==> src/rtl/dms_pkg.sv <==
// ----------------------------------------------------------------------------
// Door motor sequencer package
// Shared widths, command codes, register indexes, result codes and the
// sequencer phase type.
// ----------------------------------------------------------------------------
package dms_pkg;

   localparam int CURRENT_BITS = 10;
   localparam int PWM_BITS     = 8;
   localparam int COUNT_BITS   = 20;
   localparam int DEAD_BITS    = 16;
   localparam int ADDR_BITS    = 5;
   localparam int DATA_BITS    = 32;
   localparam int INDEX_BITS   = 3;

   localparam logic [COUNT_BITS-1:0] COUNT_MAX = {COUNT_BITS{1'b1}};

   localparam logic [PWM_BITS-1:0]     SPEED_RESET        = {PWM_BITS{1'b1}};
   localparam logic [COUNT_BITS-1:0]   TIMEOUT_RESET      = COUNT_BITS'(20000);
   localparam logic [CURRENT_BITS-1:0] LIMIT_RESET        = {CURRENT_BITS{1'b1}};
   localparam logic [DEAD_BITS-1:0]    RUN_DEAD_RESET     = DEAD_BITS'(500);
   localparam logic [DEAD_BITS-1:0]    FORCE_DEAD_RESET   = DEAD_BITS'(100);

   typedef enum logic [2:0] {
      OP_TICK        = 3'd0,
      OP_OPEN        = 3'd1,
      OP_CLOSE       = 3'd2,
      OP_FORCE_OPEN  = 3'd3,
      OP_FORCE_CLOSE = 3'd4,
      OP_STOP        = 3'd5
   } op_type;

   typedef enum logic [2:0] {
      PH_IDLE        = 3'd0,
      PH_RUN_WAIT    = 3'd1,
      PH_RUN_DRIVE   = 3'd2,
      PH_FORCE_WAIT  = 3'd3,
      PH_FORCE_DRIVE = 3'd4
   } phase_type;

   localparam logic [INDEX_BITS-1:0] REG_MOTOR_SPEED    = 3'd0;
   localparam logic [INDEX_BITS-1:0] REG_TIMEOUT_TICKS  = 3'd1;
   localparam logic [INDEX_BITS-1:0] REG_CURRENT_LIMIT  = 3'd2;
   localparam logic [INDEX_BITS-1:0] REG_CURRENT_CHECK  = 3'd3;
   localparam logic [INDEX_BITS-1:0] REG_RUN_DEAD       = 3'd4;
   localparam logic [INDEX_BITS-1:0] REG_FORCE_DEAD     = 3'd5;
   localparam logic [INDEX_BITS-1:0] REG_SENSOR_LEVEL   = 3'd6;

   localparam logic [1:0] OUTCOME_NONE     = 2'd0;
   localparam logic [1:0] OUTCOME_SUCCESS  = 2'd1;
   localparam logic [1:0] OUTCOME_ALREADY  = 2'd2;
   localparam logic [1:0] OUTCOME_MISSED   = 2'd3;

   localparam logic [1:0] DOOR_CLOSED  = 2'd0;
   localparam logic [1:0] DOOR_OPEN    = 2'd1;
   localparam logic [1:0] DOOR_BETWEEN = 2'd2;
   localparam logic [1:0] DOOR_FAULT   = 2'd3;

endpackage

==> src/rtl/door_motor_sequencer_top.sv <==
// ----------------------------------------------------------------------------
// Door motor sequencer
// Runs open, close and forced drive sequences of a two-direction door motor
// from one request per cycle while ready and reports drive levels and outcome.
// ----------------------------------------------------------------------------
// One request is taken per cycle while req_ready is high and gives exactly
// one response, valid in the cycle after. The whole sequencer step (command
// decode, dead-time count, end-of-run checks) is one pass of logic into the
// state and response registers. req_ready is high whenever the response
// register is empty or being taken in the same cycle. Registers are written
// through the APB port at byte address 4*index and read back there.
module door_motor_sequencer_top
   import dms_pkg::*;
(
   input  logic                    clock,
   input  logic                    reset,

   input  logic                    req_valid,
   output logic                    req_ready,
   input  logic [2:0]              req_operation,
   input  logic                    req_open_switch,
   input  logic                    req_closed_switch,
   input  logic [CURRENT_BITS-1:0] req_motor_current,

   output logic                    rsp_valid,
   input  logic                    rsp_ready,
   output logic [PWM_BITS-1:0]     rsp_drive_open,
   output logic [PWM_BITS-1:0]     rsp_drive_close,
   output logic [1:0]              rsp_door_state,
   output logic                    rsp_busy_res,
   output logic [1:0]              rsp_outcome,

   input  logic                    csr_psel,
   input  logic                    csr_penable,
   input  logic                    csr_pwrite,
   input  logic [ADDR_BITS-1:0]    csr_paddr,
   input  logic [DATA_BITS-1:0]    csr_pwdata,
   output logic [DATA_BITS-1:0]    csr_prdata,
   output logic                    csr_pready
);

   logic [PWM_BITS-1:0]     motor_speed_ff;
   logic [COUNT_BITS-1:0]   timeout_ticks_ff;
   logic [CURRENT_BITS-1:0] current_limit_ff;
   logic                    current_check_ff;
   logic [DEAD_BITS-1:0]    run_dead_ff;
   logic [DEAD_BITS-1:0]    force_dead_ff;
   logic                    sensor_level_ff;

   phase_type               phase_ff, phase_in;
   logic                    direction_ff, direction_in;
   logic [COUNT_BITS-1:0]   tick_count_ff, tick_count_in;
   logic [PWM_BITS-1:0]     open_level_ff, open_level_in;
   logic [PWM_BITS-1:0]     close_level_ff, close_level_in;

   logic                    rsp_valid_ff;
   logic [PWM_BITS-1:0]     drive_open_ff;
   logic [PWM_BITS-1:0]     drive_close_ff;
   logic [1:0]              door_state_ff, door_state_in;
   logic                    busy_ff, busy_in;
   logic [1:0]              outcome_ff, outcome_in;

   logic                    req_fire;
   logic                    csr_write;
   logic [INDEX_BITS-1:0]   csr_index;
   logic                    open_act;
   logic                    closed_act;
   logic                    cmd_taken;
   logic                    refused;
   logic                    run_end;
   logic                    reached;
   logic                    over_current;
   logic [DEAD_BITS-1:0]    dead_ticks;

   assign req_ready  = !rsp_valid_ff || rsp_ready;
   assign req_fire   = req_valid && req_ready;
   assign csr_pready = 1'b1;
   assign csr_write  = csr_psel && csr_penable && csr_pwrite && csr_pready;
   assign csr_index  = csr_paddr[ADDR_BITS-1:2];

   assign open_act     = req_open_switch == sensor_level_ff;
   assign closed_act   = req_closed_switch == sensor_level_ff;
   assign over_current = current_check_ff && (req_motor_current >= current_limit_ff);
   assign cmd_taken    = (req_operation == OP_OPEN || req_operation == OP_CLOSE ||
                          req_operation == OP_FORCE_OPEN ||
                          req_operation == OP_FORCE_CLOSE) &&
                         (phase_ff == PH_IDLE || phase_ff == PH_FORCE_DRIVE);

   // register file
   always_ff @(posedge clock) begin
      if (reset) begin
         motor_speed_ff   <= SPEED_RESET;
         timeout_ticks_ff <= TIMEOUT_RESET;
         current_limit_ff <= LIMIT_RESET;
         current_check_ff <= 1'b0;
         run_dead_ff      <= RUN_DEAD_RESET;
         force_dead_ff    <= FORCE_DEAD_RESET;
         sensor_level_ff  <= 1'b0;
      end else if (csr_write) begin
         unique case (csr_index)
            REG_MOTOR_SPEED:   motor_speed_ff   <= csr_pwdata[PWM_BITS-1:0];
            REG_TIMEOUT_TICKS: timeout_ticks_ff <= csr_pwdata[COUNT_BITS-1:0];
            REG_CURRENT_LIMIT: current_limit_ff <= csr_pwdata[CURRENT_BITS-1:0];
            REG_CURRENT_CHECK: current_check_ff <= csr_pwdata[0];
            REG_RUN_DEAD:      run_dead_ff      <= csr_pwdata[DEAD_BITS-1:0];
            REG_FORCE_DEAD:    force_dead_ff    <= csr_pwdata[DEAD_BITS-1:0];
            REG_SENSOR_LEVEL:  sensor_level_ff  <= csr_pwdata[0];
            default: ;
         endcase
      end
   end

   always_comb begin
      unique case (csr_index)
         REG_MOTOR_SPEED:   csr_prdata = DATA_BITS'(motor_speed_ff);
         REG_TIMEOUT_TICKS: csr_prdata = DATA_BITS'(timeout_ticks_ff);
         REG_CURRENT_LIMIT: csr_prdata = DATA_BITS'(current_limit_ff);
         REG_CURRENT_CHECK: csr_prdata = DATA_BITS'(current_check_ff);
         REG_RUN_DEAD:      csr_prdata = DATA_BITS'(run_dead_ff);
         REG_FORCE_DEAD:    csr_prdata = DATA_BITS'(force_dead_ff);
         REG_SENSOR_LEVEL:  csr_prdata = DATA_BITS'(sensor_level_ff);
         default:           csr_prdata = '0;
      endcase
   end

   // next state
   always_comb begin
      phase_in       = phase_ff;
      direction_in   = direction_ff;
      tick_count_in  = tick_count_ff;
      open_level_in  = open_level_ff;
      close_level_in = close_level_ff;
      refused        = 1'b0;
      run_end        = 1'b0;
      reached        = 1'b0;
      dead_ticks     = run_dead_ff;

      if (req_operation == OP_STOP) begin
         open_level_in  = '0;
         close_level_in = '0;
         phase_in       = PH_IDLE;
      end else if (cmd_taken) begin
         if (req_operation == OP_OPEN || req_operation == OP_CLOSE) begin
            if (req_operation == OP_OPEN) close_level_in = '0;
            else open_level_in = '0;
            if (req_operation == OP_OPEN ? open_act : closed_act) begin
               refused = 1'b1;
            end else begin
               direction_in  = req_operation == OP_CLOSE;
               tick_count_in = '0;
               phase_in      = PH_RUN_WAIT;
            end
         end else begin
            direction_in = req_operation == OP_FORCE_CLOSE;
            if (req_operation == OP_FORCE_OPEN) close_level_in = '0;
            else open_level_in = '0;
            tick_count_in = '0;
            phase_in      = PH_FORCE_WAIT;
         end
      end

      if (phase_in == PH_RUN_WAIT || phase_in == PH_FORCE_WAIT) begin
         dead_ticks = (phase_in == PH_RUN_WAIT) ? run_dead_ff : force_dead_ff;
         if (tick_count_in >= COUNT_BITS'(dead_ticks)) begin
            if (!direction_in) open_level_in = motor_speed_ff;
            else close_level_in = motor_speed_ff;
            tick_count_in = '0;
            phase_in = (phase_in == PH_RUN_WAIT) ? PH_RUN_DRIVE : PH_FORCE_DRIVE;
         end else begin
            tick_count_in = tick_count_in + 1'b1;
         end
      end

      if (phase_in == PH_RUN_DRIVE) begin
         reached = direction_in ? closed_act : open_act;
         if (reached || tick_count_in >= timeout_ticks_ff || over_current) begin
            if (!direction_in) open_level_in = '0;
            else close_level_in = '0;
            phase_in = PH_IDLE;
            run_end  = 1'b1;
         end else if (tick_count_in != COUNT_MAX) begin
            tick_count_in = tick_count_in + 1'b1;
         end
      end
   end

   // response fields
   always_comb begin
      priority if (refused) outcome_in = OUTCOME_ALREADY;
      else if (run_end)     outcome_in = reached ? OUTCOME_SUCCESS : OUTCOME_MISSED;
      else                  outcome_in = OUTCOME_NONE;

      unique case ({open_act, closed_act})
         2'b01:   door_state_in = DOOR_CLOSED;
         2'b10:   door_state_in = DOOR_OPEN;
         2'b00:   door_state_in = DOOR_BETWEEN;
         default: door_state_in = DOOR_FAULT;
      endcase

      busy_in = phase_in == PH_RUN_WAIT || phase_in == PH_RUN_DRIVE;
   end

   always_ff @(posedge clock) begin
      if (reset) begin
         phase_ff       <= PH_IDLE;
         direction_ff   <= 1'b0;
         tick_count_ff  <= '0;
         open_level_ff  <= '0;
         close_level_ff <= '0;
         rsp_valid_ff   <= 1'b0;
      end else begin
         if (req_fire) begin
            phase_ff       <= phase_in;
            direction_ff   <= direction_in;
            tick_count_ff  <= tick_count_in;
            open_level_ff  <= open_level_in;
            close_level_ff <= close_level_in;
            rsp_valid_ff   <= 1'b1;
         end else if (rsp_ready) begin
            rsp_valid_ff   <= 1'b0;
         end
      end
   end

   always_ff @(posedge clock) begin
      if (req_fire) begin
         drive_open_ff  <= open_level_in;
         drive_close_ff <= close_level_in;
         door_state_ff  <= door_state_in;
         busy_ff        <= busy_in;
         outcome_ff     <= outcome_in;
      end
   end

   assign rsp_valid       = rsp_valid_ff;
   assign rsp_drive_open  = drive_open_ff;
   assign rsp_drive_close = drive_close_ff;
   assign rsp_door_state  = door_state_ff;
   assign rsp_busy_res    = busy_ff;
   assign rsp_outcome     = outcome_ff;

endmodule

==> config.mk <==
export PLATFORM = sky130hd
export DESIGN_NAME = door_motor_sequencer_top
export DESIGN_NICKNAME = d
export VERILOG_FILES = /design/src/rtl/dms_pkg.sv /design/src/rtl/door_motor_sequencer_top.sv
export SDC_FILE = /design/constraint.sdc
export NUM_CORES = 1
export LEC_CHECK = 0
export BUFFER_PORTS_ARGS = -buffer_cell sky130_fd_sc_hd__buf_2
export CELL_PAD_IN_SITES_DETAIL_PLACEMENT = 0
export CELL_PAD_IN_SITES_GLOBAL_PLACEMENT = 1
export CORE_ASPECT_RATIO = 0.7
export CORE_MARGIN = 2
export CORE_UTILIZATION = 47
export DETAILED_ROUTE_END_ITERATION = 16
export PLACE_DENSITY = 0.95
export SLEW_MARGIN = 5
export SYNTH_ARGS = -nofsm -noshare
export SYNTH_HDL_FRONTEND = slang
export SYNTH_SLANG_ARGS = --single-unit
==> constraint.sdc <==
create_clock -name clock -period 14.1 [get_ports clock]
set_clock_uncertainty 0.05 [all_clocks]
set_input_delay 4.23 -clock clock [delete_from_list [all_inputs] [get_ports clock]]
set_output_delay 4.23 -clock clock [all_outputs]
set_load 0.02 [all_outputs]
; Word level (Yosys, flattened, before mapping)
; Index checks and enable logic that the tools add are counted.
; Widths: inputs -> output; s select.
[word_totals]
regBits = 134
in_bits = 59
out_inout_bits = 56
[classes]
n_addsub = 2
order_cmp = 3
n_eq_ne = 22
n_mux = 60
bitwise = 1
reduce_logical = 27
[op_table]
columns = operator, count
row1 = $mux 20, 9
row2 = $mux 8, 22
row3 = $pmux 20 s7, 1
row4 = $add 20x1->20 const B, 2
row5 = $mux 3, 9
row6 = $eq 3x2->1 const B, 7
row7 = $ge 20x16->1, 1
row8 = $ge 20x20->1, 1
row9 = $ne 20x20->1 const B, 1
row10 = $eq 3x3->1 const B, 6
row11 = $mux 16, 1
row12 = $mux 1, 15
row13 = $reduce_and 2->1, 7
row14 = $eq 3x1->1 const B, 4
row15 = $ge 10x10->1, 1
row16 = $logic_or 1x1->1, 9
row17 = $logic_not 3->1, 2
row18 = $pmux 2 s3, 1
row19 = $logic_and 1x1->1, 5
row20 = $mux 2, 2
row21 = $eq 1x1->1, 2
row22 = $eq 2x1->1 const B, 1
row23 = $eq 2x2->1 const B, 1
row24 = $logic_not 2->1, 1
row25 = other kinds (4), 4

; Longest topological paths before layout
; Gate-level depths: netlist of run 1.
[depth]
depth_word = 19
depth_mapped = 28
depth_no_buf = 25

; Worst setup path before layout of run 1
; No wires, ideal clock.
[synth_path]
kind = input to register
from = input port req_operation[1]
to = register tick_count_ff[13]
setup_ns = 0.124
arrival_time_ns = 10.105
required_ns = 13.926
path_slack_ns = 3.821
stages = 27
n_path_buf = 4
cell_sequence = buf_4 > and2b_1 > a221oi_2 > nor3_1 > o21ai_2 > nand2_1 > clkbuf_1 > mux2i_1 > ha_1 > o21ai_0 > nor3_1 > a2111oi_0 > o211a_2 > a31oi_2 > clkbuf_1 > nor2_1 > ha_1 > a21o_1 > a21o_1 > a21oi_1 > o21ai_0 > a211oi_1 > nand2_2 > buf_6 > nor4_1 > mux2i_1 > nor3_1
[synth_between]
elab_chain_len = 17
[synth_lines]
columns = item, line
row1 = from (decl), door_motor_sequencer_top.sv:20  ; input logic [2:0] req_operation,
row2 = "parallel branches: the longest is 16 deep, another holds $ge 20x16->1", -
row3 = $mux 20 *, door_motor_sequencer_top.sv:174  ; if (phase_in == PH_RUN_DRIVE) begin
row4 = to (signal assigned), door_motor_sequencer_top.sv:215  ; tick_count_ff <= tick_count_in;
row5 = to (decl), door_motor_sequencer_top.sv:52  ; logic [COUNT_BITS-1:0] tick_count_ff, tick_count_in;
; Mark *: on every way between the ends.
; A chain may end at the register's enable or synchronous reset.

; Worst setup path in the final report of run 1
[layout_path]
from = input port req_operation[0]
to = register tick_count_ff[13]
; Same word-level chain as after synthesis.

==> results of run 1 <==
## per-layer routing
layer  up-vias  track usage, %  wire length (um)
li1       4007               -                 -
met3        36            5.41              2200
met1      3898            38.6             12100
met2       376            37.8             10700
met5         -               0                 0
met4         0            6.41               408
## critical path, stage by stage
cell and delay (ns):
buf_2 0.15, and2b_1 0.28, a221oi_2 0.09, nor3_1 0.72, o21ai_2 0.30, nand2_1 0.13
buf_4 0.32, mux2i_1 0.28, ha_1 0.27, a211oi_1 0.24, nor3_1 0.08, a2111oi_0 0.77
o211a_2 0.45, a31oi_2 0.39, nor2_1 0.54, ha_1 0.34, a21o_1 0.18, a21o_1 0.17
a21oi_1 0.19, o21ai_0 0.21, a211oi_1 0.43, nand2_2 0.34, nor4_1 0.43, mux2i_1 0.24
nor3_1 0.06
## power groups by stage
| stage | clock network (mW) | registers (mW) | logic (mW) |
|---|---|---|---|
| 6_report | 0.450 | 0.432 | 0.274 |
| 5_1_grt | 0.471 | 0.435 | 0.302 |
| 4_1_cts | 0.455 | 0.432 | 0.270 |
| 3_5_place_dp | 0 | 0.440 | 0.268 |
| 3_3_place_gp | 0 | 0.440 | 0.264 |
| 2_1_floorplan | 0 | 0.447 | 0.184 |
## registers in the layout, summed over array words and instances (netlist names)
name / cells
timeout_ticks_ff: 20
rsp_outcome: 2
tick_count_ff: 20
rsp_busy_res: 1
rsp_door_state: 2
run_dead_ff: 16
rsp_drive_open: 8
rsp_drive_close: 8
close_level_ff: 8
rsp_valid: 1
current_limit_ff: 10
open_level_ff: 8
motor_speed_ff: 8
current_check_ff: 1
phase_ff: 3
sensor_level_ff: 1
direction_ff: 1
force_dead_ff: 16
## final cells by class
cell class / count / share of cell area [%]
Multi-Input combinational cell: 854 / 54.3
Sequential cell: 134 / 29.6
Timing Repair Buffer: 97 / 5.25
Inverter: 48 / 1.84
Clock inverter: 15 / 1.65
Clock buffer: 17 / 4.36
Tap cell: 236 / 3.02
## how the worst max path moves through the flow
stage / from / to / slack [ns]
after global placement: req_operation[0] / tick_count_ff[13] / 2.32
after detailed placement: req_operation[0] / tick_count_ff[9] / 2.24
after global routing: req_operation[0] / rsp_drive_close[4] / 2.03
after CTS: req_operation[0] / tick_count_ff[13] / 2.68
after floorplan: req_operation[1] / tick_count_ff[13] / 3.82
final: req_operation[0] / tick_count_ff[13] / 2.45
## synthesized netlist by cell type, drive strengths merged (3+ instances only)
cell / count
a2111oi: 4
a211o: 21
a211oi: 22
a21o: 6
a21oi: 94
a22oi: 23
a31oi: 8
and2: 21
and3: 13
buf: 24
clkbuf: 49
dfxtp: 113
edfxtp: 21
ha: 48
inv: 47
mux2: 15
mux2i: 22
nand2: 188
nand2b: 9
nand3: 28
nand3b: 28
nand4: 16
nand4b: 3
nor2: 98
nor2b: 11
nor3: 21
nor4: 15
o211ai: 3
o21ai: 32
o22ai: 13
o311ai: 3
or3: 13
xnor2: 24
xor2: 9
## kinds of logic (layout without fill, tap and decap cells)
| kind of cell | count (synthesis) | after routing | synth area share [%] |
|---|---|---|---|
| buf+inv | 121 | 177 | 6.15 |
| fa+ha+maj | 48 | 48 | 6.92 |
| compound gates | 247 | 247 | 18.6 |
| flops | 134 | 134 | 33.3 |
| simple gates | 475 | 475 | 26.9 |
| mux | 38 | 38 | 4.74 |
| xor+xnor | 33 | 33 | 3.33 |
| other cells | 2 | 13 | 0.0865 |
==> results.yml, run 1 <==
synth:
  synth_area_leaders: "dfxtp_1 (26%), nand2_1 (8.1%), edfxtp_1 (7.3%)"
  synth_seq_cells: 134
  post-synth-top-area-cell: "dfxtp_1"
  yosysSeqAreaShare_pct: 33.3
  synth_area_um2: 8680
  synthArstFlopShare_pct: 0
  ys_warn_count: 0
  postSynthCellCount: 1098
  synth-edff-count: 21
  syn_avg_cell_area_um2: 7.91
  synth_ff_type: "dfxtp_1"
  ys_types: 73
  yosys.area.top_type_share_pct: 26.0
timing:
  slew_headroom_pct: 21.8
  grt_setup_unrepaired: "false"
  setup-violations-final: 0
  fin_ws_ns: 2.45
  maxSlewViolCount: 0
  fmax_mhz: 85.8
  hold_ws_ns: 0.405
  finalCriticalPeriod_ns: 11.65
  fin_crit_sh_pct: 82.6
  worst_pin_slew_ns: 1.16
  finalHoldViolCount: 0
  finalSetupTns_ns: 0
drt:
  drt_iter0_drc: 806
  routedWlPerCell_um: 18.2
  ant_nets: 0
  drc: 0
  vias_per_cell: 5.94
  first_pass_iters: 8
  drt_wl_total_mm: 25.5
  via_count: 8317
final_layout:
  regArea_um2: 2890
  antenna-diode-count: 0
  fin_nets: 1259
  final_cells: 1401
  fillCellCount: 1726
  postLayoutCoreUtil_pct: 54.1
  final_layout_size_suffix_gt1_share_pct: 14.2
  final_common_cell: "nand2_1"
  syn2layout_area_growth_pct: 12.5
  multi_input_area_um2: 5300
  mostFrequentLayoutCells: "nand2_1 (187), dfxtp_1 (113), nor2_1 (97)"
  design_area_um2: 9770
clocking:
  ctsHoldBuffers: 0
  cts_buffers: 17
  postCtsSetupRepairBufs: 0
  h-tree-depth: 4
  clockBufferDepth: 2
  numClockSinks: 134
  path_clk_slew_ns: 0.07
  cts_tree: "built"
  clk-insertion-delay-late_ns: 0.43
  ctsRootBufferMaster: "clkbuf_16"
  cts_resized: 0
global_routing:
  antenna_found_initial: 0
  gr-usage-all-layers_pct: 25.8
  grt_pass1_wl_mm: 40.8
  grt_pass1_vias: 7666
  grt_max_degree: 76
  grt_overflow: 0
hold_path:
  hold_start: "close_level_ff[7]"
  hold_end: "close_level_ff[7]"
  whs_path_depth: 2
  hold_path.class: "reg -> reg"
outcome:
  status: "completed"
floorplan:
  chipWidth_um: 166
  rows: 41
  core_um2: 18100
  ios: 115
  initial_core_util_pct: 48.1
  dieArea_um2: 19600
  fp.dieH_um: 118
power:
  p_sw_share_pct: 34.7
  p_clk_share_pct: 38.9
  power_switching_mw: 0.401
  internal_power_mw: 0.755
  power_density_nw_per_um2: 118
  pwr-share-comb_pct: 23.7
  ir_drop_uv: 88.7
  p_total_mw: 1.16
  power_frac_seq_pct: 37.4
  p_leak_nw: 3.94
worst_setup_path:
  r2r_end: "tick_count_ff[13]"
  crit_arrival_ns: 11.88
  startpoint_type: "input port"
  rr_startpoint: "sensor_level_ff"
  cp-end-kind: "flop"
  cp.required_ns: 14.33
  r2r_cells: 24
  cp_max_fo: 19
  reg2reg_slack_ns: 6.20
  critPathKind: "in -> reg"
placement:
  dp_cells: 1369
  hpwlAfterDp_mm: 18.2
  dpl_cell_area_um2: 9180
  dp_slack_ns: 2.24
  io_buffers: 87
  gp_congestion: 0.930
flow_run:
  maxCapViolCount: 0
No activity file was read; power rests on OpenSTA's default activity.
==> run 2, diff against run 1 <==
--- a/config.mk
+++ b/config.mk
@@ -10,9 +10,9 @@
 export CELL_PAD_IN_SITES_GLOBAL_PLACEMENT = 1
 export CORE_ASPECT_RATIO = 0.7
 export CORE_MARGIN = 2
-export CORE_UTILIZATION = 47
+export CORE_UTILIZATION = 44
 export DETAILED_ROUTE_END_ITERATION = 16
-export PLACE_DENSITY = 0.95
+export PLACE_DENSITY = 0.92
 export SLEW_MARGIN = 5
 export SYNTH_ARGS = -nofsm -noshare
 export SYNTH_HDL_FRONTEND = slang
==> constraint.sdc (replaced) <==
create_clock -name clock -period 11.4 [get_ports clock]
set_clock_uncertainty 0.05 [all_clocks]
set_input_delay 3.42 -clock clock [delete_from_list [all_inputs] [get_ports clock]]
set_output_delay 3.42 -clock clock [all_outputs]
set_load 0.02 [all_outputs]
==> results.yml, run 2 (synthesized netlist as in run 1, its figures left out) <==
hold_path:
  hold_end: "open_level_ff[3]"
  hold_path.class: "reg -> reg"
  whs_path_depth: 2
  hold_start: "open_level_ff[3]"
power:
  internal_power_mw: 0.983
  p_leak_nw: 4.01
  pwr-share-comb_pct: 23.8
  p_sw_share_pct: 33.3
  power_switching_mw: 0.492
  p_total_mw: 1.47
  power_frac_seq_pct: 36.2
  ir_drop_uv: 91.8
  power_density_nw_per_um2: 149
  p_clk_share_pct: 40.0
timing:
  setup-violations-final: 0
  slew_headroom_pct: 28.2
  worst_pin_slew_ns: 1.07
  finalCriticalPeriod_ns: 10.21
  grt_setup_unrepaired: "false"
  fmax_mhz: 97.9
  maxSlewViolCount: 0
  finalHoldViolCount: 0
  finalSetupTns_ns: 0
  fin_crit_sh_pct: 89.6
placement:
  gp_congestion: 0.949
  hpwlAfterDp_mm: 18.8
  io_buffers: 87
global_routing:
  grt_max_degree: 80
  grt_pass1_wl_mm: 40.5
  grt_overflow: 0
  grt_pass1_vias: 7526
  gr-usage-all-layers_pct: 25.1
  antenna_found_initial: 0
drt:
  ant_nets: 0
  drc: 0
  drt_iter0_drc: 849
  first_pass_iters: 5
  drt_wl_total_mm: 25.7
  routedWlPerCell_um: 17.9
  vias_per_cell: 5.71
  via_count: 8205
worst_setup_path:
  critPathKind: "in -> reg"
  crit_arrival_ns: 10.49
  r2r_cells: 24
  rr_startpoint: "sensor_level_ff"
  cp_max_fo: 16
  cp.required_ns: 11.68
  reg2reg_slack_ns: 4.05
  r2r_end: "tick_count_ff[8]"
  cp-end-kind: "flop"
  startpoint_type: "input port"
clocking:
  clockBufferDepth: 2
  ctsHoldBuffers: 0
  cts_buffers: 17
  cts_resized: 0
  cts_tree: "built"
  clk-insertion-delay-late_ns: 0.43
  path_clk_slew_ns: 0.06
  h-tree-depth: 4
  postCtsSetupRepairBufs: 0
  numClockSinks: 134
  ctsRootBufferMaster: "clkbuf_16"
final_layout:
  postLayoutCoreUtil_pct: 51.7
  antenna-diode-count: 0
  syn2layout_area_growth_pct: 14.0
  final_common_cell: "nand2_1"
  reg_top3: "tick_count_ff (20), timeout_ticks_ff (20)"
  fin_nets: 1268
  mostFrequentLayoutCells: "nand2_1 (187), dfxtp_1 (113), nor2_1 (97)"
  final_layout_size_suffix_gt1_share_pct: 14.7
floorplan:
  initial_core_util_pct: 45.4
  chipWidth_um: 172
  dieArea_um2: 20900
  core_um2: 19100
  fp.dieH_um: 122
  rows: 42
  ios: 115
flow_run:
  maxCapViolCount: 0
outcome:
  status: "completed"
-- run 2: cell count changes in the layout (fill, tap and decap cells not counted), sizes merged --
| cell | before | now |
|---|---|---|
| buf | 97 | 106 |
| bufinv | 1 | 3 |
| inv | 56 | 54 |
| clkinv | 4 | 5 |
| clkinvlp | 2 | 1 |
-- run 2: area by class of cell --
class                           count  area [um^2]
Clock buffer                       17          425
Clock inverter                     15          190
Fill cell                        1868         9230
Inverter                           48          180
Multi-Input combinational cell    854         5300
Sequential cell                   134         2890
Tap cell                          264          330
Timing Repair Buffer              106          581
-- run 2: layer usage --
| layer | up-vias | routed length (um) | track usage (%) |
|---|---|---|---|
| li1 | 4007 | - | - |
| met2 | 306 | 10800 | 36.2 |
| met3 | 40 | 2090 | 5.85 |
| met5 | - | 0 | 0 |
| met4 | 0 | 343 | 6.09 |
| met1 | 3852 | 12500 | 37.6 |
-- run 2: power groups by stage --
stage	clock network [mW]	registers [mW]	logic, mW
6_report	0.589	0.534	0.351
5_1_grt	0.611	0.538	0.383
4_1_cts	0.593	0.534	0.346
3_5_place_dp	0	0.543	0.343
3_3_place_gp	0	0.543	0.340
2_1_floorplan	0	0.553	0.228
-- run 2: through the flow --
stage / setup slack, ns / hold slack, ns / area [um^2] / cells
2_1_floorplan: 1.93 / 0.387 / 8730 / 1109
3_3_place_gp: 1.02 / 0.392 / 9280 / 1406
3_5_place_dp: 0.907 / 0.397 / 9280 / 1406
4_1_cts: 1.33 / 0.406 / 9900 / 1438
5_1_grt: 0.715 / 0.422 / 9900 / 1438
6_report: 1.19 / 0.405 / 9900 / 1438
-- run 2: worst max-delay path by stage --
stage	startpoint	end	slack [ns]
2_1_floorplan	req_operation[1]	tick_count_ff[13]	1.93
3_3_place_gp	req_operation[1]	tick_count_ff[7]	1.02
3_5_place_dp	req_operation[1]	tick_count_ff[8]	0.91
4_1_cts	req_operation[1]	tick_count_ff[7]	1.33
5_1_grt	req_operation[1]	tick_count_ff[4]	0.72
6_report	req_operation[1]	tick_count_ff[8]	1.19
-- run 2: worst max-delay path, cell delays in order --
cell	delay, ns
buf_2	0.16
and2b_1	0.23
a221oi_2	0.35
nor3_1	0.13
o21ai_2	0.36
nand2_1	0.46
buf_4	0.32
buf_4	0.19
mux2i_1	0.26
ha_1	0.28
a2111oi_0	0.37
o31a_1	0.24
o211a_2	0.30
a31oi_2	0.26
nor2_1	0.39
ha_1	0.32
a21o_1	0.16
a21o_1	0.17
a211oi_1	0.45
a211oi_1	0.18
a211oi_1	0.34
nand2_2	0.34
nor2_2	0.36
nand4_1	0.13
a311oi_1	0.30
==> run 3, diff against run 2 <==
--- a/config.mk
+++ b/config.mk
@@ -13,6 +13,7 @@
 export CORE_UTILIZATION = 44
 export DETAILED_ROUTE_END_ITERATION = 16
 export PLACE_DENSITY = 0.92
+export RECOVER_POWER = 100
 export SLEW_MARGIN = 5
 export SYNTH_ARGS = -nofsm -noshare
 export SYNTH_HDL_FRONTEND = slang
==> results.yml, run 3 (synthesized netlist as in run 1, its figures left out) <==
outcome:
  status: "complete, but fails checks"
  violations: "capacitance limit, slew limit"
power:
  power_frac_seq_pct: 36.5
  p_clk_share_pct: 40.2
  power_switching_mw: 0.489
  p_sw_share_pct: 33.4
  p_leak_nw: 3.82
  pwr-share-comb_pct: 23.3
  internal_power_mw: 0.976
  ir_drop_uv: 91.7
  power_density_nw_per_um2: 150
clocking:
  ctsRootBufferMaster: "clkbuf_16"
  clk-insertion-delay-late_ns: 0.43
  clockBufferDepth: 2
  numClockSinks: 134
  path_clk_slew_ns: 0.06
  h-tree-depth: 4
  cts_buffers: 17
  cts_tree: "built"
  cts_resized: 0
  postCtsSetupRepairBufs: 0
  ctsHoldBuffers: 0
final_layout:
  antenna-diode-count: 0
  fillCellCount: 1907
  final_layout_size_suffix_gt1_share_pct: 9.63
  reg_top3: "tick_count_ff (20), timeout_ticks_ff (20)"
  mostFrequentLayoutCells: "nand2_1 (187), dfxtp_1 (113), nor2_1 (98)"
  final_cells: 1438
  final_common_cell: "nand2_1"
  syn2layout_area_growth_pct: 12.6
  postLayoutCoreUtil_pct: 51.1
  fin_nets: 1268
  multi_input_area_um2: 5270
  regArea_um2: 2890
global_routing:
  gr-usage-met2_pct: 36.2
  antenna_found_initial: 0
  grt_max_degree: 80
  gr-usage-all-layers_pct: 25.1
  grt_pass1_vias: 7526
  met3_usage_pct: 5.85
  grt_overflow: 0
  grt.busiest_layer: "met1"
  use_met1_pct: 37.6
  grt_pass1_wl_mm: 40.5
drt:
  vias_per_cell: 5.74
  first_pass_iters: 5
  drt_wl_total_mm: 25.7
  routedWlPerCell_um: 17.9
  ant_nets: 0
  drt_iter0_drc: 824
  drc: 0
  via_count: 8249
worst_setup_path:
  critPathTopFamily: "compound AO/OA/AOI/OAI gates"
  critPathKind: "in -> reg"
  crit_buf_inv: 3
  cp.required_ns: 11.48
  cpMostUsedCell: "a211oi_1"
  cp-end-kind: "flop"
  critPathMaxStageDelay_ns: 0.75
  cp_max_fo: 16
  slowest_stage: "a31oi_1"
  startpoint_type: "input port"
  crit_arrival_ns: 10.60
placement:
  hpwlAfterDp_mm: 18.8
  gp_congestion: 0.949
  dp_cells: 1406
  io_buffers: 87
flow_run:
  maxCapViolCount: 5
floorplan:
  initial_core_util_pct: 45.4
  chipWidth_um: 172
  ios: 115
  rows: 42
  core_um2: 19100
  fp.dieH_um: 122
  dieArea_um2: 20900
timing:
  finalSetupTns_ns: 0
  finalHoldViolCount: 0
  fmax_mhz: 95.0
  finalCriticalPeriod_ns: 10.52
  worst_pin_slew_ns: 3.57
  fin_crit_sh_pct: 92.3
  slew_headroom_pct: -138
  grt_setup_unrepaired: "false"
  setup-violations-final: 0
  maxSlewViolCount: 244
hold_path:
  hold_path.class: "reg -> reg"
-- run 3: changes by cell type in the layout (fill, tap and decap cells not counted), sizes merged --
cell / change
buf: -54
clkbuf: +54
-- run 3: cell type report --
type                    count  share of cell area, %
multi-input cells         854                   53.9
flip-flops and latches    134                   29.6
repair buffers            106                   5.04
clock buffers              17                   4.35
well taps                 264                   3.38
clock inverters            15                   1.94
inverters                  48                   1.84
-- run 3: path summary, 6_finish.rpt --
path / from / end / slack, ns / depth (start not counted)
worst min register to register: open_level_ff[3] / open_level_ff[3] / 0.40 / 2
worst max register to register: sensor_level_ff / tick_count_ff[8] / 3.74 / 24
worst min-delay path: open_level_ff[3] / open_level_ff[3] / 0.40 / 2
worst max-delay path: req_operation[1] / tick_count_ff[8] / 0.88 / 25
-- run 3: layer usage --
layer | wire, um | vias up
met5 | 0 | -
met2 | 10900 | 312
met4 | 262 | 0
met1 | 12600 | 3903
met3 | 1970 | 24
li1 | - | 4010
-- run 3: per-stage QoR --
stage	worst slack (ns)	hold WS [ns]	power [mW]	instance area, um^2
2_1_floorplan	1.93	0.387	0.780	8730
3_3_place_gp	1.02	0.392	0.883	9280
3_5_place_dp	0.907	0.397	0.887	9280
4_1_cts	1.33	0.406	1.47	9900
5_1_grt	0.404	0.422	1.52	9780
6_report	0.875	0.405	1.46	9780
-- run 3: power by group through the flow --
stage	registers (mW)	clock network [mW]	logic, mW
after detailed placement	0.543	0	0.343
after CTS	0.534	0.593	0.346
final	0.535	0.589	0.341
after global placement	0.543	0	0.340
after global routing	0.538	0.611	0.374
after floorplan	0.553	0	0.228
-- run 3: tightest hold or removal path, stage by stage, from the launching register on --
cell     delay (ns)
dfxtp_1        0.31
nand2_1        0.05
a21oi_1        0.05
